[src/design/rsc_pkg.sv]
package rsc_pkg;

    // Size of the destination digit store.
    localparam int NDIGITS = 32;
    localparam int IDX_W   = $clog2(NDIGITS);
    localparam int CNT_W   = $clog2(NDIGITS + 1);

    // Field and register widths.
    localparam int CHAR_W = 8;
    localparam int OUT_W  = 7;
    localparam int BASE_W = 6;
    localparam int VAL_W  = 6;

    // Datapath widths. A stored digit is at most 35 and a base at most 36, so the
    // running sum digit*base+carry stays at or below 2520 and the carry at or below 1260.
    localparam int T_W         = 12;
    localparam int C_W         = 11;
    localparam int RECIP_W     = 18;
    localparam int RECIP_SHIFT = 18;
    localparam int P_W         = T_W + RECIP_W;

    // Queue between the front and the back.
    localparam int Q_DEPTH = 4;
    localparam int QA_W    = $clog2(Q_DEPTH);
    localparam int QC_W    = $clog2(Q_DEPTH + 1);

    // Base limits and reset value.
    localparam logic [BASE_W-1:0] BASE_MIN   = 6'd2;
    localparam logic [BASE_W-1:0] BASE_MAX   = 6'd36;
    localparam logic [BASE_W-1:0] BASE_RESET = 6'd10;
    localparam logic [RECIP_W-1:0] RECIP_RESET = 18'd26214;

    // ASCII codes.
    localparam logic [CHAR_W-1:0] ASCII_ZERO  = 8'h30;
    localparam logic [CHAR_W-1:0] ASCII_NINE  = 8'h39;
    localparam logic [CHAR_W-1:0] ASCII_LOW_A = 8'h61;
    localparam logic [CHAR_W-1:0] ASCII_LOW_Z = 8'h7A;
    localparam logic [CHAR_W-1:0] ASCII_UP_A  = 8'h41;
    localparam logic [CHAR_W-1:0] ASCII_UP_Z  = 8'h5A;
    localparam logic [CHAR_W-1:0] LETTER_BASE = 8'd10;

    // Configuration register indexes.
    localparam logic [0:0] REG_SOURCE_BASE = 1'b0;
    localparam logic [0:0] REG_TARGET_BASE = 1'b1;

    typedef enum logic [2:0] {
        ST_IDLE,
        ST_MAC,
        ST_MUL,
        ST_DIV,
        ST_ERD,
        ST_EMIT,
        ST_ZERO
    } back_state_t;

    // One classified character.
    typedef struct packed {
        logic [VAL_W-1:0] value;
        logic             last;
    } q_item_t;

    // Head of the queue as the back sees it.
    typedef struct packed {
        logic    valid;
        q_item_t item;
    } rsc_q_t;

    // Active bases, already clamped, and the reciprocal of the target base.
    typedef struct packed {
        logic [BASE_W-1:0]  sb;
        logic [BASE_W-1:0]  tb;
        logic [RECIP_W-1:0] recip;
    } rsc_cfg_t;

    typedef struct packed {
        logic busy;
    } rsc_stat_t;

    function automatic logic [BASE_W-1:0] clamp_base(input logic [BASE_W-1:0] b);
        logic [BASE_W-1:0] r;
        r = b;
        if (b < BASE_MIN) r = BASE_MIN;
        else if (b > BASE_MAX) r = BASE_MAX;
        return r;
    endfunction

    function automatic logic [VAL_W-1:0] char_value(input logic [CHAR_W-1:0] c);
        logic [CHAR_W-1:0] v;
        v = '0;
        if (c >= ASCII_ZERO && c <= ASCII_NINE) v = c - ASCII_ZERO;
        else if (c >= ASCII_LOW_A && c <= ASCII_LOW_Z) v = c - ASCII_LOW_A + LETTER_BASE;
        else if (c >= ASCII_UP_A && c <= ASCII_UP_Z) v = c - ASCII_UP_A + LETTER_BASE;
        return v[VAL_W-1:0];
    endfunction

    function automatic logic [OUT_W-1:0] value_char(input logic [VAL_W-1:0] d);
        logic [CHAR_W-1:0] c;
        if (d < VAL_W'(10)) c = ASCII_ZERO + CHAR_W'(d);
        else c = ASCII_LOW_A + CHAR_W'(d) - LETTER_BASE;
        return c[OUT_W-1:0];
    endfunction

    // floor(2^18 / b) for every legal base.
    function automatic logic [RECIP_W-1:0] recip_of(input logic [BASE_W-1:0] b);
        logic [RECIP_W-1:0] r;
        unique case (b)
            6'd2:    r = 18'd131072;
            6'd3:    r = 18'd87381;
            6'd4:    r = 18'd65536;
            6'd5:    r = 18'd52428;
            6'd6:    r = 18'd43690;
            6'd7:    r = 18'd37449;
            6'd8:    r = 18'd32768;
            6'd9:    r = 18'd29127;
            6'd10:   r = 18'd26214;
            6'd11:   r = 18'd23831;
            6'd12:   r = 18'd21845;
            6'd13:   r = 18'd20164;
            6'd14:   r = 18'd18724;
            6'd15:   r = 18'd17476;
            6'd16:   r = 18'd16384;
            6'd17:   r = 18'd15420;
            6'd18:   r = 18'd14563;
            6'd19:   r = 18'd13797;
            6'd20:   r = 18'd13107;
            6'd21:   r = 18'd12483;
            6'd22:   r = 18'd11915;
            6'd23:   r = 18'd11397;
            6'd24:   r = 18'd10922;
            6'd25:   r = 18'd10485;
            6'd26:   r = 18'd10082;
            6'd27:   r = 18'd9709;
            6'd28:   r = 18'd9362;
            6'd29:   r = 18'd9039;
            6'd30:   r = 18'd8738;
            6'd31:   r = 18'd8456;
            6'd32:   r = 18'd8192;
            6'd33:   r = 18'd7943;
            6'd34:   r = 18'd7710;
            6'd35:   r = 18'd7489;
            6'd36:   r = 18'd7281;
            default: r = 18'd131072;
        endcase
        return r;
    endfunction

endpackage

[src/design/rsc_ram.sv]
module rsc_ram #(
    parameter int WIDTH = 6,
    parameter int DEPTH = 32,
    localparam int AW = (DEPTH > 1) ? $clog2(DEPTH) : 1
) (
    input  logic             clk,
    input  logic             we,
    input  logic [AW-1:0]    waddr,
    input  logic [WIDTH-1:0] wdata,
    input  logic             re,
    input  logic [AW-1:0]    raddr,
    output logic [WIDTH-1:0] rdata
);

    logic [WIDTH-1:0] mem [DEPTH];

    always_ff @(posedge clk)
    begin
        if (we)
        begin
            mem[waddr] <= wdata;
        end
        if (re)
        begin
            rdata <= mem[raddr];
        end
    end

endmodule

[src/design/rsc_front.sv]
module rsc_front (
    input  logic                         clk,
    input  logic                         rst_n,
    input  logic                         in_valid,
    output logic                         in_stall,
    input  logic [rsc_pkg::CHAR_W-1:0]   digit_char,
    input  logic                         final_digit,
    output rsc_pkg::rsc_q_t              q_head,
    input  logic                         q_pop
);

    rsc_pkg::q_item_t             entry_reg [rsc_pkg::Q_DEPTH];
    logic [rsc_pkg::QA_W-1:0]     wr_ptr_reg, wr_ptr_next;
    logic [rsc_pkg::QA_W-1:0]     rd_ptr_reg, rd_ptr_next;
    logic [rsc_pkg::QC_W-1:0]     count_reg, count_next;
    logic                         push;
    rsc_pkg::q_item_t             item;

    // Classify the character as it arrives.
    assign item.value = rsc_pkg::char_value(digit_char);
    assign item.last  = final_digit;

    assign in_stall = (count_reg == rsc_pkg::QC_W'(rsc_pkg::Q_DEPTH));
    assign push     = in_valid && !in_stall;

    assign q_head.valid = (count_reg != '0);
    assign q_head.item  = entry_reg[rd_ptr_reg];

    always_comb
    begin
        wr_ptr_next = push  ? wr_ptr_reg + 1'b1 : wr_ptr_reg;
        rd_ptr_next = q_pop ? rd_ptr_reg + 1'b1 : rd_ptr_reg;
        count_next  = count_reg + rsc_pkg::QC_W'(push) - rsc_pkg::QC_W'(q_pop);
    end

    always_ff @(posedge clk or negedge rst_n)
    begin
        if (!rst_n)
        begin
            wr_ptr_reg <= '0;
            rd_ptr_reg <= '0;
            count_reg  <= '0;
        end
        else
        begin
            wr_ptr_reg <= wr_ptr_next;
            rd_ptr_reg <= rd_ptr_next;
            count_reg  <= count_next;
        end
    end

    always_ff @(posedge clk)
    begin
        if (push)
        begin
            entry_reg[wr_ptr_reg] <= item;
        end
    end

endmodule

[src/design/rsc_back.sv]
module rsc_back (
    input  logic                        clk,
    input  logic                        rst_n,
    input  rsc_pkg::rsc_q_t             q_head,
    output logic                        q_pop,
    input  rsc_pkg::rsc_cfg_t           cfg,
    output rsc_pkg::rsc_stat_t          stat,
    output logic                        out_valid,
    input  logic                        out_stall,
    output logic [rsc_pkg::OUT_W-1:0]   out_char,
    output logic                        out_last,
    output logic                        overflow
);

    rsc_pkg::back_state_t           state_reg, state_next;
    logic [rsc_pkg::CNT_W-1:0]      idx_reg, idx_next;
    logic [rsc_pkg::CNT_W-1:0]      cnt_reg, cnt_next;
    logic [rsc_pkg::CNT_W-1:0]      newcnt_reg, newcnt_next;
    logic [rsc_pkg::C_W-1:0]        carry_reg, carry_next;
    logic [rsc_pkg::T_W-1:0]        t_reg, t_next;
    logic [rsc_pkg::P_W-1:0]        p_reg, p_next;
    logic                           last_reg, last_next;
    logic                           ovf_reg, ovf_next;
    logic                           out_valid_reg, out_valid_next;
    logic [rsc_pkg::OUT_W-1:0]      out_char_reg, out_char_next;
    logic                           out_last_reg, out_last_next;
    logic                           out_ovf_reg, out_ovf_next;

    logic                           ram_we;
    logic [rsc_pkg::IDX_W-1:0]      ram_waddr;
    logic [rsc_pkg::VAL_W-1:0]      ram_wdata;
    logic                           ram_re;
    logic [rsc_pkg::IDX_W-1:0]      ram_raddr;
    logic [rsc_pkg::VAL_W-1:0]      ram_rdata;

    logic                           out_free;
    logic                           pass_done;
    logic [rsc_pkg::VAL_W-1:0]      cur_digit;
    logic [rsc_pkg::C_W-1:0]        q_est;
    logic [rsc_pkg::T_W-1:0]        rem_raw;
    logic [rsc_pkg::T_W-1:0]        rem_fix;
    logic [rsc_pkg::C_W-1:0]        quot;
    logic [rsc_pkg::CNT_W-1:0]      idx_inc;

    rsc_ram #(
        .WIDTH (rsc_pkg::VAL_W),
        .DEPTH (rsc_pkg::NDIGITS)
    ) u_store (
        .clk   (clk),
        .we    (ram_we),
        .waddr (ram_waddr),
        .wdata (ram_wdata),
        .re    (ram_re),
        .raddr (ram_raddr),
        .rdata (ram_rdata)
    );

    assign out_free  = !out_valid_reg || !out_stall;
    assign out_valid = out_valid_reg;
    assign out_char  = out_char_reg;
    assign out_last  = out_last_reg;
    assign overflow  = out_ovf_reg;
    assign stat.busy = (state_reg != rsc_pkg::ST_IDLE);

    // Entries at or above the fill count hold stale data and read as zero.
    assign cur_digit = (idx_reg < cnt_reg) ? ram_rdata : '0;
    assign pass_done = (idx_reg == rsc_pkg::CNT_W'(rsc_pkg::NDIGITS))
                    || ((idx_reg >= cnt_reg) && (carry_reg == '0));
    assign idx_inc   = idx_reg + 1'b1;

    // Reciprocal division: the estimate is the true quotient or one below it.
    assign q_est   = rsc_pkg::C_W'(p_reg >> rsc_pkg::RECIP_SHIFT);
    assign rem_raw = t_reg - rsc_pkg::T_W'(rsc_pkg::T_W'(q_est) * rsc_pkg::T_W'(cfg.tb));

    always_comb
    begin
        if (rem_raw >= rsc_pkg::T_W'(cfg.tb))
        begin
            rem_fix = rem_raw - rsc_pkg::T_W'(cfg.tb);
            quot    = q_est + 1'b1;
        end
        else
        begin
            rem_fix = rem_raw;
            quot    = q_est;
        end
    end

    always_comb
    begin
        state_next     = state_reg;
        idx_next       = idx_reg;
        cnt_next       = cnt_reg;
        newcnt_next    = newcnt_reg;
        carry_next     = carry_reg;
        t_next         = t_reg;
        p_next         = p_reg;
        last_next      = last_reg;
        ovf_next       = ovf_reg;
        out_char_next  = out_char_reg;
        out_last_next  = out_last_reg;
        out_ovf_next   = out_ovf_reg;
        out_valid_next = out_valid_reg && out_stall;
        q_pop          = 1'b0;
        ram_we         = 1'b0;
        ram_waddr      = idx_reg[rsc_pkg::IDX_W-1:0];
        ram_wdata      = rem_fix[rsc_pkg::VAL_W-1:0];
        ram_re         = 1'b0;
        ram_raddr      = idx_reg[rsc_pkg::IDX_W-1:0];

        unique case (state_reg)
            rsc_pkg::ST_IDLE:
            begin
                if (q_head.valid)
                begin
                    q_pop       = 1'b1;
                    carry_next  = rsc_pkg::C_W'(q_head.item.value);
                    last_next   = q_head.item.last;
                    idx_next    = '0;
                    newcnt_next = '0;
                    ram_re      = 1'b1;
                    ram_raddr   = '0;
                    state_next  = rsc_pkg::ST_MAC;
                end
            end
            rsc_pkg::ST_MAC:
            begin
                if (pass_done)
                begin
                    if (carry_reg != '0)
                    begin
                        ovf_next = 1'b1;
                    end
                    cnt_next = newcnt_reg;
                    if (!last_reg)
                    begin
                        state_next = rsc_pkg::ST_IDLE;
                    end
                    else if (newcnt_reg == '0)
                    begin
                        state_next = rsc_pkg::ST_ZERO;
                    end
                    else
                    begin
                        idx_next   = newcnt_reg - 1'b1;
                        state_next = rsc_pkg::ST_ERD;
                    end
                end
                else
                begin
                    t_next = rsc_pkg::T_W'(cur_digit) * rsc_pkg::T_W'(cfg.sb)
                           + rsc_pkg::T_W'(carry_reg);
                    state_next = rsc_pkg::ST_MUL;
                end
            end
            rsc_pkg::ST_MUL:
            begin
                p_next     = rsc_pkg::P_W'(t_reg) * rsc_pkg::P_W'(cfg.recip);
                state_next = rsc_pkg::ST_DIV;
            end
            rsc_pkg::ST_DIV:
            begin
                ram_we     = 1'b1;
                carry_next = quot;
                if (rem_fix != '0)
                begin
                    newcnt_next = idx_inc;
                end
                idx_next   = idx_inc;
                ram_re     = 1'b1;
                ram_raddr  = idx_inc[rsc_pkg::IDX_W-1:0];
                state_next = rsc_pkg::ST_MAC;
            end
            rsc_pkg::ST_ERD:
            begin
                ram_re     = 1'b1;
                state_next = rsc_pkg::ST_EMIT;
            end
            rsc_pkg::ST_EMIT:
            begin
                if (out_free)
                begin
                    out_valid_next = 1'b1;
                    out_char_next  = rsc_pkg::value_char(ram_rdata);
                    out_last_next  = (idx_reg == '0);
                    out_ovf_next   = ovf_reg;
                    if (idx_reg == '0)
                    begin
                        cnt_next   = '0;
                        ovf_next   = 1'b0;
                        state_next = rsc_pkg::ST_IDLE;
                    end
                    else
                    begin
                        idx_next   = idx_reg - 1'b1;
                        state_next = rsc_pkg::ST_ERD;
                    end
                end
            end
            rsc_pkg::ST_ZERO:
            begin
                if (out_free)
                begin
                    out_valid_next = 1'b1;
                    out_char_next  = rsc_pkg::ASCII_ZERO[rsc_pkg::OUT_W-1:0];
                    out_last_next  = 1'b1;
                    out_ovf_next   = ovf_reg;
                    cnt_next       = '0;
                    ovf_next       = 1'b0;
                    state_next     = rsc_pkg::ST_IDLE;
                end
            end
            default:
            begin
                state_next = rsc_pkg::ST_IDLE;
            end
        endcase
    end

    always_ff @(posedge clk or negedge rst_n)
    begin
        if (!rst_n)
        begin
            state_reg     <= rsc_pkg::ST_IDLE;
            cnt_reg       <= '0;
            ovf_reg       <= 1'b0;
            out_valid_reg <= 1'b0;
        end
        else
        begin
            state_reg     <= state_next;
            cnt_reg       <= cnt_next;
            ovf_reg       <= ovf_next;
            out_valid_reg <= out_valid_next;
        end
    end

    always_ff @(posedge clk)
    begin
        idx_reg      <= idx_next;
        newcnt_reg   <= newcnt_next;
        carry_reg    <= carry_next;
        t_reg        <= t_next;
        p_reg        <= p_next;
        last_reg     <= last_next;
        out_char_reg <= out_char_next;
        out_last_reg <= out_last_next;
        out_ovf_reg  <= out_ovf_next;
    end

endmodule

[src/design/radix_string_converter.sv]
// A character enters the queue register; the back pops it once idle and runs its MAC, MUL
// and DIV states for each stored digit it updates (at most NDIGITS), then closes the pass.
// The back takes the next character only after the pass is closed. The pass visits the
// digits in use and any new ones the carry reaches, through the serial multiply,
// reciprocal multiply and remainder steps of the back.
// A final character then emits one beat per digit, each after a store read and an output load.
// Reset clears the queue, the fill count and the overflow flag; both bases return to 10.
module radix_string_converter (
    input  logic                         clk,
    input  logic                         rst_n,
    input  logic                         cfg_write,
    input  logic [0:0]                   cfg_index,
    input  logic [rsc_pkg::BASE_W-1:0]   cfg_data,
    input  logic                         in_valid,
    output logic                         in_stall,
    input  logic [rsc_pkg::CHAR_W-1:0]   digit_char,
    input  logic                         final_digit,
    output logic                         out_valid,
    input  logic                         out_stall,
    output logic [rsc_pkg::OUT_W-1:0]    out_char,
    output logic                         out_last,
    output logic                         overflow
);

    // The bases are stored already clamped to the legal range, and the reciprocal of
    // the target base is looked up at write time so the back only multiplies.
    logic [rsc_pkg::BASE_W-1:0]  sb_reg, sb_next;
    logic [rsc_pkg::BASE_W-1:0]  tb_reg, tb_next;
    logic [rsc_pkg::RECIP_W-1:0] recip_reg, recip_next;

    rsc_pkg::rsc_q_t    q_head;
    logic               q_pop;
    rsc_pkg::rsc_cfg_t  cfg;
    rsc_pkg::rsc_stat_t stat;

    always_comb
    begin
        sb_next    = sb_reg;
        tb_next    = tb_reg;
        recip_next = recip_reg;
        if (cfg_write)
        begin
            unique case (cfg_index)
                rsc_pkg::REG_SOURCE_BASE:
                begin
                    sb_next = rsc_pkg::clamp_base(cfg_data);
                end
                rsc_pkg::REG_TARGET_BASE:
                begin
                    tb_next    = rsc_pkg::clamp_base(cfg_data);
                    recip_next = rsc_pkg::recip_of(rsc_pkg::clamp_base(cfg_data));
                end
                default:
                begin
                    sb_next = sb_reg;
                end
            endcase
        end
    end

    always_ff @(posedge clk or negedge rst_n)
    begin
        if (!rst_n)
        begin
            sb_reg    <= rsc_pkg::BASE_RESET;
            tb_reg    <= rsc_pkg::BASE_RESET;
            recip_reg <= rsc_pkg::RECIP_RESET;
        end
        else
        begin
            sb_reg    <= sb_next;
            tb_reg    <= tb_next;
            recip_reg <= recip_next;
        end
    end

    assign cfg.sb    = sb_reg;
    assign cfg.tb    = tb_reg;
    assign cfg.recip = recip_reg;

    // The front decodes each character to its digit value and parks it in a short queue,
    // so the input side takes beats until the queue is full while the back works through the store.
    rsc_front u_front (
        .clk         (clk),
        .rst_n       (rst_n),
        .in_valid    (in_valid),
        .in_stall    (in_stall),
        .digit_char  (digit_char),
        .final_digit (final_digit),
        .q_head      (q_head),
        .q_pop       (q_pop)
    );

    // The back runs the multiply-add pass over the digit store and, on a final character,
    // streams the digits out most significant first through its output register.
    rsc_back u_back (
        .clk       (clk),
        .rst_n     (rst_n),
        .q_head    (q_head),
        .q_pop     (q_pop),
        .cfg       (cfg),
        .stat      (stat),
        .out_valid (out_valid),
        .out_stall (out_stall),
        .out_char  (out_char),
        .out_last  (out_last),
        .overflow  (overflow)
    );

    // The back only takes an entry that the queue actually holds.
    assert property (@(posedge clk) disable iff (!rst_n) q_pop |-> q_head.valid)
        else $error("back popped an empty queue");

    // A pop with no push in the same cycle always frees a queue slot.
    assert property (@(posedge clk) disable iff (!rst_n)
        (q_pop && !(in_valid && !in_stall)) |=> !in_stall)
        else $error("queue still full after a pop");

    // Taking an entry always starts a pass in the back.
    assert property (@(posedge clk) disable iff (!rst_n) q_pop |=> stat.busy)
        else $error("back idle after taking an entry");

endmodule
[config.mk]
export PLATFORM = sky130hd
export DESIGN_NAME = radix_string_converter
export DESIGN_NICKNAME = d
export VERILOG_FILES = /design/src/design/rsc_pkg.sv /design/src/design/rsc_ram.sv /design/src/design/rsc_front.sv /design/src/design/rsc_back.sv /design/src/design/radix_string_converter.sv
export SDC_FILE = /design/constraint.sdc
export NUM_CORES = 1
export LEC_CHECK = 0
export BUFFER_PORTS_ARGS = -buffer_cell sky130_fd_sc_hd__buf_2
export CORE_MARGIN = 5
export CORE_UTILIZATION = 45
export DETAILED_ROUTE_END_ITERATION = 8
export HOLD_SLACK_MARGIN = 0.12
export PLACE_DENSITY = 0.71
export RECOVER_POWER = 50
export SYNTH_ARGS = -nofsm -noshare
export SYNTH_HDL_FRONTEND = slang
export SYNTH_SLANG_ARGS = --single-unit
export TNS_END_PERCENT = 1
[constraint.sdc]
create_clock -name clk -period 7.3 [get_ports clk]
set_input_delay 0.365 -clock clk [delete_from_list [all_inputs] [get_ports clk]]
set_output_delay 0.365 -clock clk [all_outputs]
set_load 0.03 [all_outputs]
==> metrics <==
Fin Setup TNS 0 ns; H-tree levels 1; Detailed Routing Iterations Pass 1 5; fin area 27100 um^2; first-pass GRT wire length 101000 um; initial core utilization 45.6%; fin. max-slew vios 49; failing checks capacitance limit, slew limit; critical path fanouts, max 20; leading area contributor after synthesis edfxtp_1; crit path from u_back.idx_reg[3]; Die ar. 60900 um^2; Reg clk slew, reported paths 0.07 ns; setup violators final 0; per-cell routed wire length 19.4 um; Yosys cell types 79; GPL Wtd Cong 0.905; dpl hpwl 45700 um; Slew HR -104%; Post-Syn Area per Cell 10.2 um^2; Mapped Nets 2880; # IOs 32; CP endpoint kind flip-flop; layout cell share with drive strength beyond 1 5.70%; Hold Slack 0.162 ns; root buffer cell clkbuf_16; number of diodes 0; die width 247 um; Total GRT Usage 20.6%; Yosys warning count 0; clock sink count 330; crit path launch type flip-flop; Hold Startpoint out_stall; hold path depth 3; R2R depth 22; CTS tree done; final worst path period share 90.8%; row count 86; post-route minimum period 6.63 ns; Skew-Pair Late Insertion Delay 0.61 ns; drt drc 0; placed cell area 26000 um^2; Top FF cell, synth edfxtp_1; CTS resizes 0; post-synthesis register bit count 330; I/O Buffers 31; Worst Hold Endpoint u_back.out_valid; r2r endpoint u_back.t_reg[11]; Max Cap Viol 1; ranking of synthesized cells by area edfxtp_1, fa_1, ha_1, nand2_1, inv_1; critical path type flip-flop to flip-flop; post-synthesis sequential area ratio 38.4%; DRT Wirelength 62400 um; measured slew at the worst slew-check pin 3.06 ns; fin nets 2842; Hold WC Path Type primary input to flip-flop; Worst R2R Setup Slack 0.67 ns; clock buffer depth 3; via count of the routed design 18.3k; initial DRC count 1738; Synth-to-Final Area Change 7.28%; Syn Inst Count 2486; total gr overflow 0; max FFs per register 192; Die Span Y 247 um; postcts setup bufs 0; share of synthesized flip-flops with an asynchronous set or reset 14.5%; pin count of the biggest net entering global routing 49; vias in the first global route 18.6k; core footprint 55300 um^2; final cell count without fillers 3220; most frequent cell after synthesis nand2_1; Layout Skew 0.0462 ns; dpl cells 3162; RSZ-0062 raised after global routing no; Worst EP arrival 7.03 ns; routed vias/inst 5.68; post-route ant nets 0; area fraction of the dominant cell type after synthesis 33.5%; status finished, violations left; initial antenna violation count 0; Post-synth top cells nand2_1, inv_1, edfxtp_1; Critical Path RT 7.70 ns; RR Startpoint u_back.idx_reg[3]; fmax 151 MHz; Synth Cell Area 25200 um^2; Hold Vio Cnt, Final 0; Post-synth EDFFs 282; clock buffer count from CTS 30
-- how the worst max path moves through the flow --
stage / endpoint / slack, ns
after floorplan: u_back.u_store.mem[0][0] / 0.89
after global placement: u_back.u_store.mem[1][4] / 0.95
after CTS: u_back.u_store.mem[0][4] / 0.77
after detailed placement: u_back.u_store.mem[0][4] / 0.76
after global routing: u_back.t_reg[11] / 0.19
final: u_back.t_reg[11] / 0.67
-- cell families (layout without fill, tap and decap cells) --
group | after synthesis | in the layout | synth area share (%)
AO/OA/AOI/OAI | 344 | 344 | 9.51
flip-flops | 330 | 330 | 38.4
buffers and inverters | 437 | 423 | 6.73
AND/OR/NAND/NOR | 906 | 906 | 16.4
adder cells (fa/ha/maj) | 376 | 376 | 25.2
multiplexers | 30 | 30 | 1.61
XOR/XNOR | 63 | 63 | 2.19
-- stage by stage --
stage | utilization (%) | setup slack [ns]
after floorplan | - | 0.893
final | 49.0 | 0.671
after global routing | 49.0 | 0.194
after global placement | 47.1 | 0.954
after CTS | 49.0 | 0.771
after detailed placement | 47.1 | 0.757
-- routing by layer --
layer | vias up | share of wire (%) | global-route usage, %
li1 | 8321 | - | -
met2 | 724 | 47 | 33.8
met3 | 123 | 7.9 | 2.93
met4 | 0 | 3.2 | 5.97
met1 | 9108 | 42 | 28.8
met5 | - | 0 | 0
-- layout by cell type (no fill, tap or decap), types with 15 or more instances in the layout --
| cell type | Yosys | layout |
|---|---|---|
| a21o_1 | 17 | 16 |
| nor2_1 | 103 | 103 |
| inv_1 | 300 | 300 |
| clkbuf_1 | 100 | 22 |
| nand3_1 | 68 | 68 |
| o21ai_0 | 66 | 66 |
| and2_1 | 99 | 93 |
| xnor2_1 | 48 | 48 |
| and3_1 | 51 | 51 |
| ha_1 | 151 | 151 |
| buf_4 | 0 | 28 |
| xor2_1 | 15 | 15 |
| edfxtp_1 | 282 | 282 |
| clkbuf_16 | 0 | 30 |
| o31ai_1 | 16 | 16 |
| mux2i_1 | 18 | 17 |
| a311oi_1 | 44 | 44 |
| a21oi_1 | 66 | 65 |
| dfrtp_1 | 36 | 36 |
| a211oi_1 | 21 | 21 |
| buf_2 | 21 | 17 |
| nor3_1 | 25 | 25 |
| nand2_1 | 487 | 486 |
| fa_1 | 222 | 222 |
-- layout make-up --
cell class                      instances  area [um^2]
Clock buffer                           39          845
Clock inverter                         17          216
Fill cell                            5012        28200
Inverter                              301         1130
Multi-Input combinational cell       1719        13900
Sequential cell                       330         9680
Tap cell                              748          936
Timing Repair Buffer                   66          387
-- critical path, cell delays in order, from the launching register on --
cell and delay [ns]:
edfxtp_1 0.33, clkbuf_1 0.55, ha_1 0.39, a21o_1 0.20
a21o_1 0.19, a211oi_1 0.78, buf_4 0.34, nand3_1 0.13
fa_1 0.53, inv_1 0.04, ha_1 0.27, inv_1 0.06
fa_1 0.51, fa_1 0.54, inv_1 0.04, ha_1 0.33
a21oi_1 0.22, o21bai_1 0.09, a21oi_1 0.23, o21bai_1 0.09
a21oi_1 0.29, nor2_1 0.07, a311oi_1 0.25
-- repair_timing --
item,in CTS,in global routing
endpoints found under the hold margin,40,0
hold buffers,2,0
endpoints found under the setup margin,0,0
Power is not shown: default switching activity piles up to over one toggle a cycle in this logic, so the estimate is an artifact.
